===== src/design/dtq_pkg.sv =====
// Shared types, codes and helpers for the deadline timer queue.
`default_nettype none

package dtq_pkg;

  localparam int DEPTH_DEFAULT = 16;
  localparam int MAX_OUT = 16;
  localparam int N_W = $clog2(MAX_OUT + 1);

  localparam logic OP_SCHEDULE = 1'b0;
  localparam logic OP_TICK = 1'b1;
  localparam logic KIND_ACK = 1'b0;
  localparam logic KIND_RELEASE = 1'b1;
  localparam logic STATUS_OK = 1'b0;
  localparam logic STATUS_FULL = 1'b1;

  typedef struct packed {
    logic        opcode;
    logic [15:0] delay;
    logic [7:0]  tag;
  } dtq_in_t;

  typedef struct packed {
    logic       kind;
    logic [7:0] tag_out;
    logic       status;
    logic       last;
  } dtq_out_t;

  typedef struct packed {
    logic accept;
    logic rd_en;
    logic rd_head;
    logic wr_en;
    logic wr_new;
    logic idx_dec;
    logic count_inc;
    logic pop;
    logic out_load;
    logic out_ack;
    logic out_last;
  } dtq_cmd_t;

  typedef struct packed {
    logic count_zero;
    logic full;
    logic idx_zero;
    logic ins_stop;
    logic rel_due;
    logic rel_stop;
    logic n_zero;
    logic out_free;
  } dtq_sts_t;

  // True when time a is at or before time b, modulo 2^32.
  function automatic logic not_after(input logic [31:0] a, input logic [31:0] b);
    logic [31:0] diff;
    diff = b - a;
    return ~diff[31];
  endfunction

endpackage

`default_nettype wire


===== src/design/dtq_datapath.sv =====
// Datapath of the deadline timer queue: time, circular entry memory, result register.
`default_nettype none

module dtq_datapath #(
  parameter int DEPTH = dtq_pkg::DEPTH_DEFAULT
) (
  input  wire logic             clk,
  input  wire logic             rst_n,
  input  wire dtq_pkg::dtq_in_t  in_data,
  input  wire dtq_pkg::dtq_cmd_t cmd,
  output dtq_pkg::dtq_sts_t      sts,
  output logic                  out_valid,
  input  wire logic             out_ready,
  output dtq_pkg::dtq_out_t      out_data
);
  import dtq_pkg::*;

  localparam int AW = (DEPTH > 1) ? $clog2(DEPTH) : 1;
  localparam int CW = $clog2(DEPTH + 1);
  localparam int SW = CW + 1;

  logic [31:0]   mem_dl [DEPTH];
  logic [7:0]    mem_tag [DEPTH];

  logic [31:0]   now_r;
  logic [AW-1:0] head_r;
  logic [CW-1:0] count_r;
  logic [CW-1:0] idx_r;
  logic [31:0]   dl_new_r;
  logic [7:0]    tag_new_r;
  logic          full_r;
  logic [N_W-1:0] n_r;
  logic [7:0]    pend_tag_r;
  logic [31:0]   rd_dl_r;
  logic [7:0]    rd_tag_r;
  logic          out_valid_r;
  dtq_out_t      out_data_r;

  logic [CW-1:0] rd_lidx;
  logic [AW-1:0] rd_addr;
  logic [AW-1:0] wr_addr;
  logic [31:0]   wr_dl;
  logic [7:0]    wr_tag;
  logic [AW-1:0] head_inc;

  // Map a logical queue position onto a slot of the circular store.
  function automatic logic [AW-1:0] phys(input logic [AW-1:0] head,
                                         input logic [CW-1:0] lidx);
    logic [SW-1:0] sum;
    sum = {{(SW-AW){1'b0}}, head} + {1'b0, lidx};
    if (sum >= SW'(DEPTH)) begin
      sum = sum - SW'(DEPTH);
    end
    return sum[AW-1:0];
  endfunction

  assign rd_lidx  = cmd.rd_head ? '0 : idx_r - CW'(1);
  assign rd_addr  = phys(head_r, rd_lidx);
  assign wr_addr  = phys(head_r, idx_r);
  assign wr_dl    = cmd.wr_new ? dl_new_r : rd_dl_r;
  assign wr_tag   = cmd.wr_new ? tag_new_r : rd_tag_r;
  assign head_inc = (head_r == AW'(DEPTH - 1)) ? '0 : head_r + AW'(1);

  always_ff @(posedge clk) begin
    if (cmd.wr_en) begin
      mem_dl[wr_addr]  <= wr_dl;
      mem_tag[wr_addr] <= wr_tag;
    end
    if (cmd.rd_en) begin
      rd_dl_r  <= mem_dl[rd_addr];
      rd_tag_r <= mem_tag[rd_addr];
    end
  end

  always_ff @(posedge clk) begin
    if (!rst_n) begin
      now_r       <= '0;
      head_r      <= '0;
      count_r     <= '0;
      idx_r       <= '0;
      n_r         <= '0;
      out_valid_r <= 1'b0;
    end else begin
      if (cmd.accept) begin
        if (in_data.opcode == OP_TICK) begin
          now_r <= now_r + 32'd1;
          n_r   <= '0;
        end else begin
          idx_r <= count_r;
        end
      end
      if (cmd.idx_dec) begin
        idx_r <= idx_r - CW'(1);
      end
      if (cmd.count_inc) begin
        count_r <= count_r + CW'(1);
      end
      if (cmd.pop) begin
        count_r <= count_r - CW'(1);
        head_r  <= head_inc;
        n_r     <= n_r + N_W'(1);
      end
      if (cmd.out_load) begin
        out_valid_r <= 1'b1;
      end else if (out_ready) begin
        out_valid_r <= 1'b0;
      end
    end
  end

  always_ff @(posedge clk) begin
    if (cmd.accept) begin
      dl_new_r  <= now_r + {16'd0, in_data.delay};
      tag_new_r <= in_data.tag;
      full_r    <= (count_r == CW'(DEPTH));
    end
    if (cmd.pop) begin
      pend_tag_r <= rd_tag_r;
    end
    if (cmd.out_load) begin
      if (cmd.out_ack) begin
        out_data_r.kind    <= KIND_ACK;
        out_data_r.tag_out <= tag_new_r;
        out_data_r.status  <= full_r ? STATUS_FULL : STATUS_OK;
        out_data_r.last    <= 1'b1;
      end else begin
        out_data_r.kind    <= KIND_RELEASE;
        out_data_r.tag_out <= pend_tag_r;
        out_data_r.status  <= STATUS_OK;
        out_data_r.last    <= cmd.out_last;
      end
    end
  end

  always_comb begin
    sts.count_zero = (count_r == '0);
    sts.full       = (count_r == CW'(DEPTH));
    sts.idx_zero   = (idx_r == '0);
    sts.ins_stop   = not_after(rd_dl_r, dl_new_r);
    sts.rel_due    = not_after(rd_dl_r, now_r);
    sts.rel_stop   = (n_r == N_W'(MAX_OUT - 1)) || (count_r == CW'(1));
    sts.n_zero     = (n_r == '0);
    sts.out_free   = !out_valid_r || out_ready;
  end

  assign out_valid = out_valid_r;
  assign out_data  = out_data_r;

`ifndef SYNTHESIS
  a_count_bound: assert property (@(posedge clk) disable iff (!rst_n)
    count_r <= CW'(DEPTH))
    else $error("queue count above depth");
  a_load_free: assert property (@(posedge clk) disable iff (!rst_n)
    cmd.out_load |-> sts.out_free)
    else $error("result register overwritten before it was taken");
  a_pop_nonempty: assert property (@(posedge clk) disable iff (!rst_n)
    cmd.pop |-> (count_r != '0) && (n_r < N_W'(MAX_OUT)))
    else $error("release from an empty queue or past the per-tick limit");
  a_insert_room: assert property (@(posedge clk) disable iff (!rst_n)
    cmd.count_inc |-> !full_r && (count_r < CW'(DEPTH)))
    else $error("insert into a full queue");
`endif

endmodule

`default_nettype wire


===== src/design/dtq_ctrl.sv =====
// Control state machine of the deadline timer queue.
`default_nettype none

module dtq_ctrl (
  input  wire logic             clk,
  input  wire logic             rst_n,
  input  wire logic             in_valid,
  input  wire logic             in_opcode,
  output logic                  in_ready,
  input  wire dtq_pkg::dtq_sts_t sts,
  output dtq_pkg::dtq_cmd_t      cmd
);
  import dtq_pkg::*;

  typedef enum logic [6:0] {
    ST_IDLE     = 7'b0000001,
    ST_INS_RD   = 7'b0000010,
    ST_INS_CHK  = 7'b0000100,
    ST_ACK      = 7'b0001000,
    ST_REL_RD   = 7'b0010000,
    ST_REL_CHK  = 7'b0100000,
    ST_REL_LAST = 7'b1000000
  } state_t;

  state_t state_r, state_nxt;

  always_comb begin
    state_nxt = state_r;
    cmd       = '0;
    in_ready  = 1'b0;
    unique case (state_r)
      ST_IDLE: begin
        in_ready = 1'b1;
        if (in_valid) begin
          cmd.accept = 1'b1;
          if (in_opcode == OP_TICK) begin
            state_nxt = sts.count_zero ? ST_IDLE : ST_REL_RD;
          end else begin
            state_nxt = sts.full ? ST_ACK : ST_INS_RD;
          end
        end
      end
      ST_INS_RD: begin
        if (sts.idx_zero) begin
          cmd.wr_en     = 1'b1;
          cmd.wr_new    = 1'b1;
          cmd.count_inc = 1'b1;
          state_nxt     = ST_ACK;
        end else begin
          cmd.rd_en = 1'b1;
          state_nxt = ST_INS_CHK;
        end
      end
      ST_INS_CHK: begin
        cmd.wr_en = 1'b1;
        if (sts.ins_stop) begin
          cmd.wr_new    = 1'b1;
          cmd.count_inc = 1'b1;
          state_nxt     = ST_ACK;
        end else begin
          cmd.idx_dec = 1'b1;
          state_nxt   = ST_INS_RD;
        end
      end
      ST_ACK: begin
        if (sts.out_free) begin
          cmd.out_load = 1'b1;
          cmd.out_ack  = 1'b1;
          state_nxt    = ST_IDLE;
        end
      end
      ST_REL_RD: begin
        cmd.rd_en   = 1'b1;
        cmd.rd_head = 1'b1;
        state_nxt   = ST_REL_CHK;
      end
      ST_REL_CHK: begin
        if (sts.rel_due) begin
          if (sts.n_zero || sts.out_free) begin
            cmd.out_load = !sts.n_zero;
            cmd.pop      = 1'b1;
            state_nxt    = sts.rel_stop ? ST_REL_LAST : ST_REL_RD;
          end
        end else begin
          state_nxt = sts.n_zero ? ST_IDLE : ST_REL_LAST;
        end
      end
      ST_REL_LAST: begin
        if (sts.out_free) begin
          cmd.out_load = 1'b1;
          cmd.out_last = 1'b1;
          state_nxt    = ST_IDLE;
        end
      end
      default: begin
        state_nxt = ST_IDLE;
      end
    endcase
  end

  always_ff @(posedge clk) begin
    if (!rst_n) begin
      state_r <= ST_IDLE;
    end else begin
      state_r <= state_nxt;
    end
  end

`ifndef SYNTHESIS
  a_one_access: assert property (@(posedge clk) disable iff (!rst_n)
    !(cmd.rd_en && cmd.wr_en))
    else $error("memory read and write in the same cycle");
  a_last_follows: assert property (@(posedge clk) disable iff (!rst_n)
    (cmd.out_load && !cmd.out_ack && !cmd.out_last) |=> (state_r == ST_REL_RD)
      || (state_r == ST_REL_LAST))
    else $error("release beat without last not followed by more work");
  a_release_pending: assert property (@(posedge clk) disable iff (!rst_n)
    (state_r == ST_REL_LAST) |-> !sts.n_zero)
    else $error("final release beat with nothing held");
`endif

endmodule

`default_nettype wire


===== src/design/deadline_timer_queue.sv =====
// Top level of the deadline timer queue: controller plus datapath.
`default_nettype none

// The block keeps a 32-bit time counter and up to DEPTH pending entries sorted by
// deadline, with equal deadlines kept in arrival order. A schedule beat computes
// its deadline as the current time plus delay and is answered with one beat: an
// acknowledgement with status ok, or status full when the queue already holds
// DEPTH entries, in which case the entry is dropped. A tick beat advances time
// by one and then releases from the head every entry whose deadline has arrived
// (wrap-safe, modulo 2^32), at most sixteen per tick, the final one marked with
// last; a tick with nothing due gives no beat at all. The entries live in a
// circular single-port store, so one entry is visited at a time. A schedule beat
// walks from the back of the queue toward the head, reading and comparing one
// entry at a time and shifting each later entry back by one slot until it finds
// the place for the new entry; a refused schedule on a full queue does no walk.
// A tick reads and checks entries from the head one at a time; a tick on an empty
// queue checks none. Whenever the output register is still occupied when a result
// is to be loaded, the block stalls. A new beat is taken as soon as the previous
// one's last result sits in the output register, even while that result still
// waits to be taken.
module deadline_timer_queue #(
  parameter int DEPTH = dtq_pkg::DEPTH_DEFAULT
) (
  input  wire logic             clk,
  input  wire logic             rst_n,
  input  wire logic             in_valid,
  output logic                  in_ready,
  input  wire dtq_pkg::dtq_in_t  in_data,
  output logic                  out_valid,
  input  wire logic             out_ready,
  output dtq_pkg::dtq_out_t      out_data
);
  import dtq_pkg::*;

  // Commands from the controller and status back from the datapath.
  dtq_cmd_t cmd;
  dtq_sts_t sts;

  // The controller sequences the insertion walk and the release walk.
  dtq_ctrl u_ctrl (
    .clk       (clk),
    .rst_n     (rst_n),
    .in_valid  (in_valid),
    .in_opcode (in_data.opcode),
    .in_ready  (in_ready),
    .sts       (sts),
    .cmd       (cmd)
  );

  // The datapath holds time, the entry store and the result register.
  dtq_datapath #(
    .DEPTH (DEPTH)
  ) u_datapath (
    .clk       (clk),
    .rst_n     (rst_n),
    .in_data   (in_data),
    .cmd       (cmd),
    .sts       (sts),
    .out_valid (out_valid),
    .out_ready (out_ready),
    .out_data  (out_data)
  );

endmodule

`default_nettype wire


===== config.mk =====
export PLATFORM = sky130hd
export DESIGN_NAME = deadline_timer_queue
export DESIGN_NICKNAME = d
export VERILOG_FILES = /design/src/design/dtq_pkg.sv /design/src/design/dtq_datapath.sv /design/src/design/dtq_ctrl.sv /design/src/design/deadline_timer_queue.sv
export SDC_FILE = /design/constraint.sdc
export NUM_CORES = 1
export LEC_CHECK = 0
export BUFFER_PORTS_ARGS = -buffer_cell sky130_fd_sc_hd__buf_2
export CORE_MARGIN = 1
export CORE_UTILIZATION = 59
export DETAILED_ROUTE_END_ITERATION = 8
export PLACE_DENSITY_LB_ADDON = 0.12
export SYNTH_ARGS = -nofsm -noshare
export SYNTH_HDL_FRONTEND = slang
export SYNTH_SLANG_ARGS = --single-unit

===== constraint.sdc =====
create_clock -name clk -period 6.8 [get_ports clk]
set_input_delay 0.68 -clock clk [delete_from_list [all_inputs] [get_ports clk]]
set_output_delay 0.68 -clock clk [all_outputs]
set_load 0.005 [all_outputs]

Yosys cells after proc, flatten, opt, wreduce, memory -nomap -nowiden
Memory sizes are Yosys's and may differ from the RTL's. A register that Yosys moved wholly into a read port is not among the register bits.
Cells that the tools add are included.
Word-level totals
  flip-flop bits (word level): 119
  memories kept: 2
  output and inout bits: 13
  bits in writable memories: 640
Operators by class
  reduce and logical (&&, ||, !) cells: 18
  $add $sub $neg: 13
  multiplexer cells: 53
  eq/ne operators: 15
  magnitude comparators: 2
Memories
  u_datapath.mem_dl: depth 16, bits a word 32, rd ports 1, clocked after Yosys merged registers in 1, wr ports 1, line dtq_datapath.sv:22  | logic [31:0] mem_dl [DEPTH];
  u_datapath.mem_tag: depth 16, bits a word 8, rd ports 1, clocked after Yosys merged registers in 1, wr ports 1, line dtq_datapath.sv:23  | logic [7:0] mem_tag [DEPTH];
Operators by type and width (number)
  32-bit subtractor: 2
  5-bit 2-to-1 mux: 10
  7-bit 2-to-1 mux: 7
  7-bit one-hot mux with 6 select lines: 1
  32-bit by 1-bit adder with 32-bit output, second input constant: 1
  32-bit by 16-bit adder with 32-bit output: 1
  32-bit 2-to-1 mux: 1
  4-bit 2-to-1 mux: 6
  1-bit 2-to-1 mux: 18
  5-bit zero test: 3
  4-bit by 5-bit adder with 6-bit output: 2
  6-bit by 5-bit >= comparator with 1-bit output, second input constant: 2
  11-bit 2-to-1 mux: 1
  5-bit by 1-bit adder with 5-bit output, second input constant: 2
  2-bit nonzero test: 5
  5-bit by 1-bit subtractor with 5-bit output, second input constant: 2
  2-bit 2-to-1 mux: 4
  8-bit 2-to-1 mux: 1
  4-bit by 1-bit subtractor with 4-bit output, second input constant: 2
  7-bit by 1-bit == test with 1-bit output, second input constant: 1
  7-bit by 2-bit == test with 1-bit output, second input constant: 1
  7-bit by 3-bit == test with 1-bit output, second input constant: 1
  7-bit by 4-bit == test with 1-bit output, second input constant: 1
  7-bit by 5-bit == test with 1-bit output, second input constant: 1
  other kinds (18): 25

Logic depth before layout (Yosys ltp)
  depth after elaboration: 8
  depth in mapped cells: 13
  gate-level depth less buffers: 12

By module
A second synthesis with hierarchy kept.
Unflattened totals
  cells, all modules: 1867
  area total of the unflattened synthesis: 33624.7 µm²
Modules (own cells, without submodules)
  dtq_datapath: sequential area each 23262.3 µm², instances 1, cells each 1788, area each 33011.7 µm²
  dtq_ctrl: sequential area each 140.1 µm², instances 1, cells each 79, area each 613.1 µm²

Worst setup path before layout
Ideal clock, no wire load.
  path type: register to register
  start point: register u_ctrl.state_r[2]
  end point: memory u_datapath.mem_dl[6][0] (enable)
  cell stages (with the launch flop): 7
  library setup time: 0.437 ns
  slack: 2.795 ns
  clock period less this slack: 4.005 ns
  data required time: 6.363 ns
  buffers on the path: 0
  data arrival time: 3.568 ns
  cells stage by stage: dfxtp_1 -> nor3_2 -> and4b_1 -> nor4b_1 -> nand2b_1 -> or3b_1 -> nor2_1
Between the ends
  word-level cells in the longest chain between the ends: 4
Ends and longest elaborated chain
  start: declaration: line dtq_ctrl.sv:25  | state_t state_r, state_nxt;
  start signal: assignment: line dtq_ctrl.sv:105  | state_r <= state_nxt;
  7-bit by 3-bit == test with 1-bit output or 7-bit by 2-bit == test with 1-bit output (tied branches): line dtq_ctrl.sv:31  | unique case (state_r)
  2-bit one-hot mux with 2 select lines (*): line dtq_ctrl.sv:31
  1-bit 2-to-1 mux (*): line dtq_datapath.sv:65  | if (cmd.wr_en) begin
  1-bit 2-to-1 mux (implied by the code) (*): line dtq_datapath.sv:66  | mem_dl[wr_addr] <= wr_dl;
  end: declaration: line dtq_datapath.sv:22
Mark *: on every way between the ends. The rest lies on a longest branch, timed or not.

Worst setup path in the final report
  start point: register u_ctrl.state_r[6]
  end point: register u_datapath.rd_tag_r[6] (read register of u_datapath.mem_tag) (data pin)
Between the ends
  word-level cells in the longest chain between the ends: 6
Ends and longest elaborated chain
  7-bit by 5-bit == test with 1-bit output: line dtq_ctrl.sv:31
  1-bit 2-to-1 mux: line dtq_ctrl.sv:31
  5-bit 2-to-1 mux: line dtq_datapath.sv:57  | assign rd_lidx = cmd.rd_head ? '0 : idx_r - CW'(1);
  4-bit by 5-bit adder with 6-bit output: line dtq_datapath.sv:50  | sum = {{(SW-AW){1'b0}}, head} + {1'b0, lidx};
  6-bit by 5-bit >= comparator with 1-bit output or 4-bit by 1-bit subtractor with 4-bit output (tied branches): line dtq_datapath.sv:51, dtq_datapath.sv:52
  4-bit 2-to-1 mux: line dtq_datapath.sv:51  | if (sum >= SW'(DEPTH)) begin
  end: declaration: line dtq_datapath.sv:35  | logic [7:0] rd_tag_r;
Several ways; a longest one is shown, not always the timed one.
A chain may end at the register's enable or synchronous reset.

==> tab_implementation.tex <==
\begin{tabular}{lr}
\hline
Metric & Value \\
\hline
\multicolumn{2}{l}{\textbf{Status}} \\
Run status & finished, final reports clean \\
\multicolumn{2}{l}{\textbf{Pwr}} \\
Power per cell area & 289 mW/mm² \\
Standby leakage power & 0.0124 µW \\
Reg power frac & 51.9\% \\
Clk pwr share & 40.4\% \\
Max VDD drop & 0.230 mV \\
Sw Share & 22.4\% \\
Cell Int Power & 8330 µW \\
Net Sw Power & 2410 µW \\
Combinational share of power & 7.8\% \\
\multicolumn{2}{l}{\textbf{Final layout}} \\
Final design area excluding fillers & 0.0372 mm² \\
Fillers & 3,658 \\
Share of post-route cells with drive strength above 1 & 22.1\% \\
Final-stage net count & 2,060 \\
Area overhead of the layout relative to synthesis & 11.9\% \\
Number of antenna repair diodes & 0 \\
\multicolumn{2}{l}{\textbf{Routing}} \\
Via Count & 17,400 \\
Remaining design rule violation count & 0 \\
1st-iter DRT viols & 1,728 \\
Total wirelength of the detailed-routed design & 75.0 mm \\
Ratio of routed vias to standard cells & 6.31 \\
First-pass iteration count of the detailed router & 5 \\
DRT antenna net count & 0 \\
Detailed-route wire length per cell & 27.3 µm \\
\multicolumn{2}{l}{\textbf{Logic synthesis}} \\
Largest cells by area after synthesis & sky130\_fd\_sc\_hd\_\_edfxtp\_1, sky130\_fd\_sc\_hd\_\_mux4\_2, sky130\_fd\_sc\_hd\_\_dfxtp\_1 \\
Synth Area in Simple Gates & 5.18\% \\
Synth warnings & 0 \\
Complex-gate fraction of the synthesized area & 3.17\% \\
Synth Instances & 1,839 \\
Async set-reset flop share out of synthesis & 0\% \\
Synthesis-stage register bit count & 799 \\
Synthesized-area fraction occupied by xor and xnor cells & 1.92\% \\
Ys flop type & sky130\_fd\_sc\_hd\_\_edfxtp\_1 \\
Portion of synthesized cell area occupied by the leading cell type & 66.8\% \\
Post-synth design cell area & 0.0333 mm² \\
Number of enable flip-flop cells after synthesis & 740 \\
Multiplexer share of the synthesized area & 14.3\% \\
Unique masters post-synth & 70 \\
Combinational family with the most area after synthesis & multiplexers \\
Adder-cell share of the synthesized area & 3.60\% \\
Dominant cell type by area after synthesis & sky130\_fd\_sc\_hd\_\_edfxtp\_1 \\
Net Count, Synth & 1,962 \\
Sequential element share of the synthesized area & 70.4\% \\
Mean post-synth cell area & 18.1 µm² \\
\multicolumn{2}{l}{\textbf{Global routing}} \\
Antenna violations before repair & 0 \\
Met2 Use GR & 42.5\% \\
Final global-route overflow total & 0 \\
Largest net degree at the start of global routing & 66 \\
First-pass GRT wire length & 112 mm \\
Via count of the first global-routing pass & 17,600 \\
Most Crowded Layer GR & met2 \\
Total Routing Usage GR & 27.4\% \\
Met3 GRT Util & 5.34\% \\
Met1 usage in global routing & 39.5\% \\
\multicolumn{2}{l}{\textbf{STA}} \\
Max-Slew Margin vs Limit & 21.8\% \\
Highest attainable clock frequency & 222 MHz \\
Worst Tran Pin Value & 1170 ps \\
Final critical-path share of the clock period & 66.2\% \\
Number of pins exceeding their max-slew limit in the final report & 0 \\
Setup repair after global routing missed its margin & false \\
Post-Route Setup TNS & 0 ps \\
Clock period minus worst slack & 4500 ps \\
Final Skew & 35.1 ps \\
Worst path setup slack after routing & 2300 ps \\
Endpoints failing hold & 0 \\
Final setup fails & 0 \\
\multicolumn{2}{l}{\textbf{Floorplanning}} \\
Starting density of the core & 60.0\% \\
Vertical die dimension & 239 µm \\
Width of the die & 239 µm \\
Boundary Pins & 42 \\
Number of rows created at floorplan & 86 \\
Area enclosed by the die boundary & 0.0573 mm² \\
Floorplan core area & 0.0554 mm² \\
\multicolumn{2}{l}{\textbf{Clock tree}} \\
TritonCTS clock tree & built \\
Total of cells resized after clock tree synthesis & 0 \\
CTS Buf Count & 80 \\
Number of buffers added to fix hold violations after cts & 0 \\
Number of buffers between clock root and the deepest sink & 3 \\
Buffer cell driving the clock tree root & sky130\_fd\_sc\_hd\_\_clkbuf\_16 \\
Post-CTS Setup Bufs & 0 \\
Clock insertion delay at the later pin of the skew report & 630 ps \\
CTS H-tree lvls & 3 \\
Clock net sink count & 799 \\
Clock slew at reported path FFs & 60 ps \\
\multicolumn{2}{l}{\textbf{Worst setup path}} \\
Cell Chain, Critical Path & nor2\_1, nand2\_1, nor4b\_2, or2\_2, inv\_1, ha\_1, a21o\_1, a21oi\_1, xor2\_1, xnor2\_2, buf\_4, buf\_4, mux4\_2 \\
Data arrival time at the worst-slack endpoint & 4860 ps \\
Peak fanout along the critical path & 26 \\
CP required & 7170 ps \\
Critical path start-end classification & reg -> reg \\
Worst-path cell with the longest stage delay & sky130\_fd\_sc\_hd\_\_buf\_4 \\
Element type at the critical path start & flip-flop \\
Most frequent CP cell & sky130\_fd\_sc\_hd\_\_buf\_4 \\
Highest cell delay on the worst timing path & 650 ps \\
Critical path endpoint category & flip-flop \\
\multicolumn{2}{l}{\textbf{Placement}} \\
Total placed instance area & 0.0346 mm² \\
Worst Setup Slack post-DPL & 2290 ps \\
HPWL after detailed placement & 41.7 mm \\
Weighted congestion at the end of routability-driven global placement & 0.869 \\
Number of I/O port buffers & 41 \\
\multicolumn{2}{l}{\textbf{Flow run}} \\
Max Cap Viol & 0 \\
\multicolumn{2}{l}{\textbf{Min path}} \\
Path category of the worst min-delay check & in -> reg \\
\hline
\end{tabular}
-- cell families (layout without fill, tap and decap cells) --
family / after synthesis / count (layout)
and+or+nand+nor: 351 / 351
DFF: 799 / 799
adders and majority gates: 94 / 94
buffers and inverters: 121 / 283
AOI/OAI and AO/OA: 177 / 177
xor gates and xnor gates: 73 / 73
muxes: 224 / 224
-- cell type report --
class	count	area, µm²	share of cell area (%)
sequential	799	23400	62.9
clock inverter	46	417	1.12
inverter	54	203	0.545
timing repair buffer	83	558	1.50
multi-input combinational	919	9550	25.6
tap	748	936	2.51
clock buffer	100	2160	5.80
-- cell usage in the layout, fill, tap and decap left out, types with 22 or more instances in the layout --
cell type                   netlist  final
sky130_fd_sc_hd__edfxtp_1       740    740
sky130_fd_sc_hd__mux4_2         200    200
sky130_fd_sc_hd__nand2_1        104    104
sky130_fd_sc_hd__ha_1            91     90
sky130_fd_sc_hd__nor2_1         101     84
sky130_fd_sc_hd__clkbuf_16        0     83
sky130_fd_sc_hd__a21oi_1         60     60
sky130_fd_sc_hd__dfxtp_1         59     59
sky130_fd_sc_hd__inv_1           53     53
sky130_fd_sc_hd__xnor2_1         44     42
sky130_fd_sc_hd__buf_2            4     41
sky130_fd_sc_hd__buf_4            4     39
sky130_fd_sc_hd__nand3_1         31     31
sky130_fd_sc_hd__o21ai_0         30     30
sky130_fd_sc_hd__xor2_1          29     29
sky130_fd_sc_hd__o21ai_1         29     29
sky130_fd_sc_hd__clkinv_1         1     22
-- per-stage QoR --
stage | total power, µW | utilization (%) | hold WS, ps | std cells
after floorplan | 6230 | - | 419 | 1839
final | 10700 | 67.2 | 220 | 2749
after global placement | 6480 | 62.5 | 428 | 2603
after detailed placement | 6500 | 62.5 | 434 | 2603
after CTS | 10800 | 67.2 | 192 | 2749
after global routing | 11100 | 67.2 | 195 | 2749
-- synth_stat cells (3+ instances only) --
master / instances
sky130_fd_sc_hd__a2111oi_0: 3
sky130_fd_sc_hd__a211o_1: 3
sky130_fd_sc_hd__a211oi_1: 9
sky130_fd_sc_hd__a21o_1: 10
sky130_fd_sc_hd__a21oi_1: 60
sky130_fd_sc_hd__a22oi_1: 4
sky130_fd_sc_hd__a31oi_1: 6
sky130_fd_sc_hd__and2_1: 5
sky130_fd_sc_hd__and3_1: 15
sky130_fd_sc_hd__and4_1: 3
sky130_fd_sc_hd__buf_1: 4
sky130_fd_sc_hd__buf_2: 4
sky130_fd_sc_hd__buf_4: 4
sky130_fd_sc_hd__clkbuf_1: 55
sky130_fd_sc_hd__dfxtp_1: 59
sky130_fd_sc_hd__edfxtp_1: 740
sky130_fd_sc_hd__fa_1: 3
sky130_fd_sc_hd__ha_1: 91
sky130_fd_sc_hd__inv_1: 53
sky130_fd_sc_hd__mux2_1: 11
sky130_fd_sc_hd__mux2_2: 9
sky130_fd_sc_hd__mux2i_1: 4
sky130_fd_sc_hd__mux4_2: 200
sky130_fd_sc_hd__nand2_1: 104
sky130_fd_sc_hd__nand2b_1: 7
sky130_fd_sc_hd__nand3_1: 31
sky130_fd_sc_hd__nand3b_1: 5
sky130_fd_sc_hd__nand4_1: 16
sky130_fd_sc_hd__nor2_1: 101
sky130_fd_sc_hd__nor2b_1: 10
sky130_fd_sc_hd__nor3_1: 16
sky130_fd_sc_hd__nor3_2: 5
sky130_fd_sc_hd__nor4_1: 4
sky130_fd_sc_hd__o211ai_1: 5
sky130_fd_sc_hd__o21ai_0: 30
sky130_fd_sc_hd__o21ai_1: 29
sky130_fd_sc_hd__or2_2: 3
sky130_fd_sc_hd__or3_1: 9
sky130_fd_sc_hd__xnor2_1: 44
sky130_fd_sc_hd__xor2_1: 29
-- path summary, 6_finish.rpt --
kind,startpoint,endpoint,slack [ps],cells past startpoint
worst max-delay path,u_ctrl.state_r[6]$_SDFFE_PN0P_,u_datapath.rd_tag_r[6]$_DFFE_PP_,2300,13
worst min-delay path,in_data[1],u_datapath.tag_new_r[1]$_DFFE_PP_,220,1
worst max register to register,u_ctrl.state_r[6]$_SDFFE_PN0P_,u_datapath.rd_tag_r[6]$_DFFE_PP_,2300,13
worst min register to register,u_datapath.rd_tag_r[2]$_DFFE_PP_,u_datapath.pend_tag_r[2]$_DFFE_PP_,450,0
-- sequential cells by signal (all words and copies together) (netlist names) --
name / count
u_ctrl.state_r: 7
u_datapath.count_r: 5
u_datapath.dl_new_r: 32
u_datapath.full_r: 1
u_datapath.head_r: 4
u_datapath.idx_r: 5
u_datapath.mem_dl: 512
u_datapath.mem_tag: 128
u_datapath.n_r: 5
u_datapath.now_r: 32
u_datapath.out_data: 11
u_datapath.out_valid: 1
u_datapath.pend_tag_r: 8
u_datapath.rd_dl_r: 32
u_datapath.rd_tag_r: 8
u_datapath.tag_new_r: 8
-- routing by layer --
metal / wire length, µm / part of all wire (%)
met1: 31300 / 42
met2: 35300 / 47
met3: 5840 / 7.8
met4: 2490 / 3.3
met5: 0 / 0
-- critical path, delay by kind of cell, from the launching register on --
| family | cells | cell delay, ps |
|---|---|---|
| buffers and inverters | 3 | 1070 |
| flip-flops | 1 | 340 |
| XOR/XNOR | 2 | 400 |
| AND/OR/NAND/NOR | 4 | 1210 |
| adder cells (fa/ha/maj) | 1 | 260 |
| multiplexers | 1 | 590 |
| AO/OA/AOI/OAI | 2 | 330 |
-- power groups by stage --
stage | sequential (µW) | clock [µW] | combinational (µW)
global placement | 5670 | 0 | 814
CTS | 5570 | 4390 | 837
detailed placement | 5670 | 0 | 832
global route | 5580 | 4580 | 904
finish | 5570 | 4340 | 833
floorplan | 5640 | 0 | 587
Note: power is estimated with default switching activity, not from simulation.
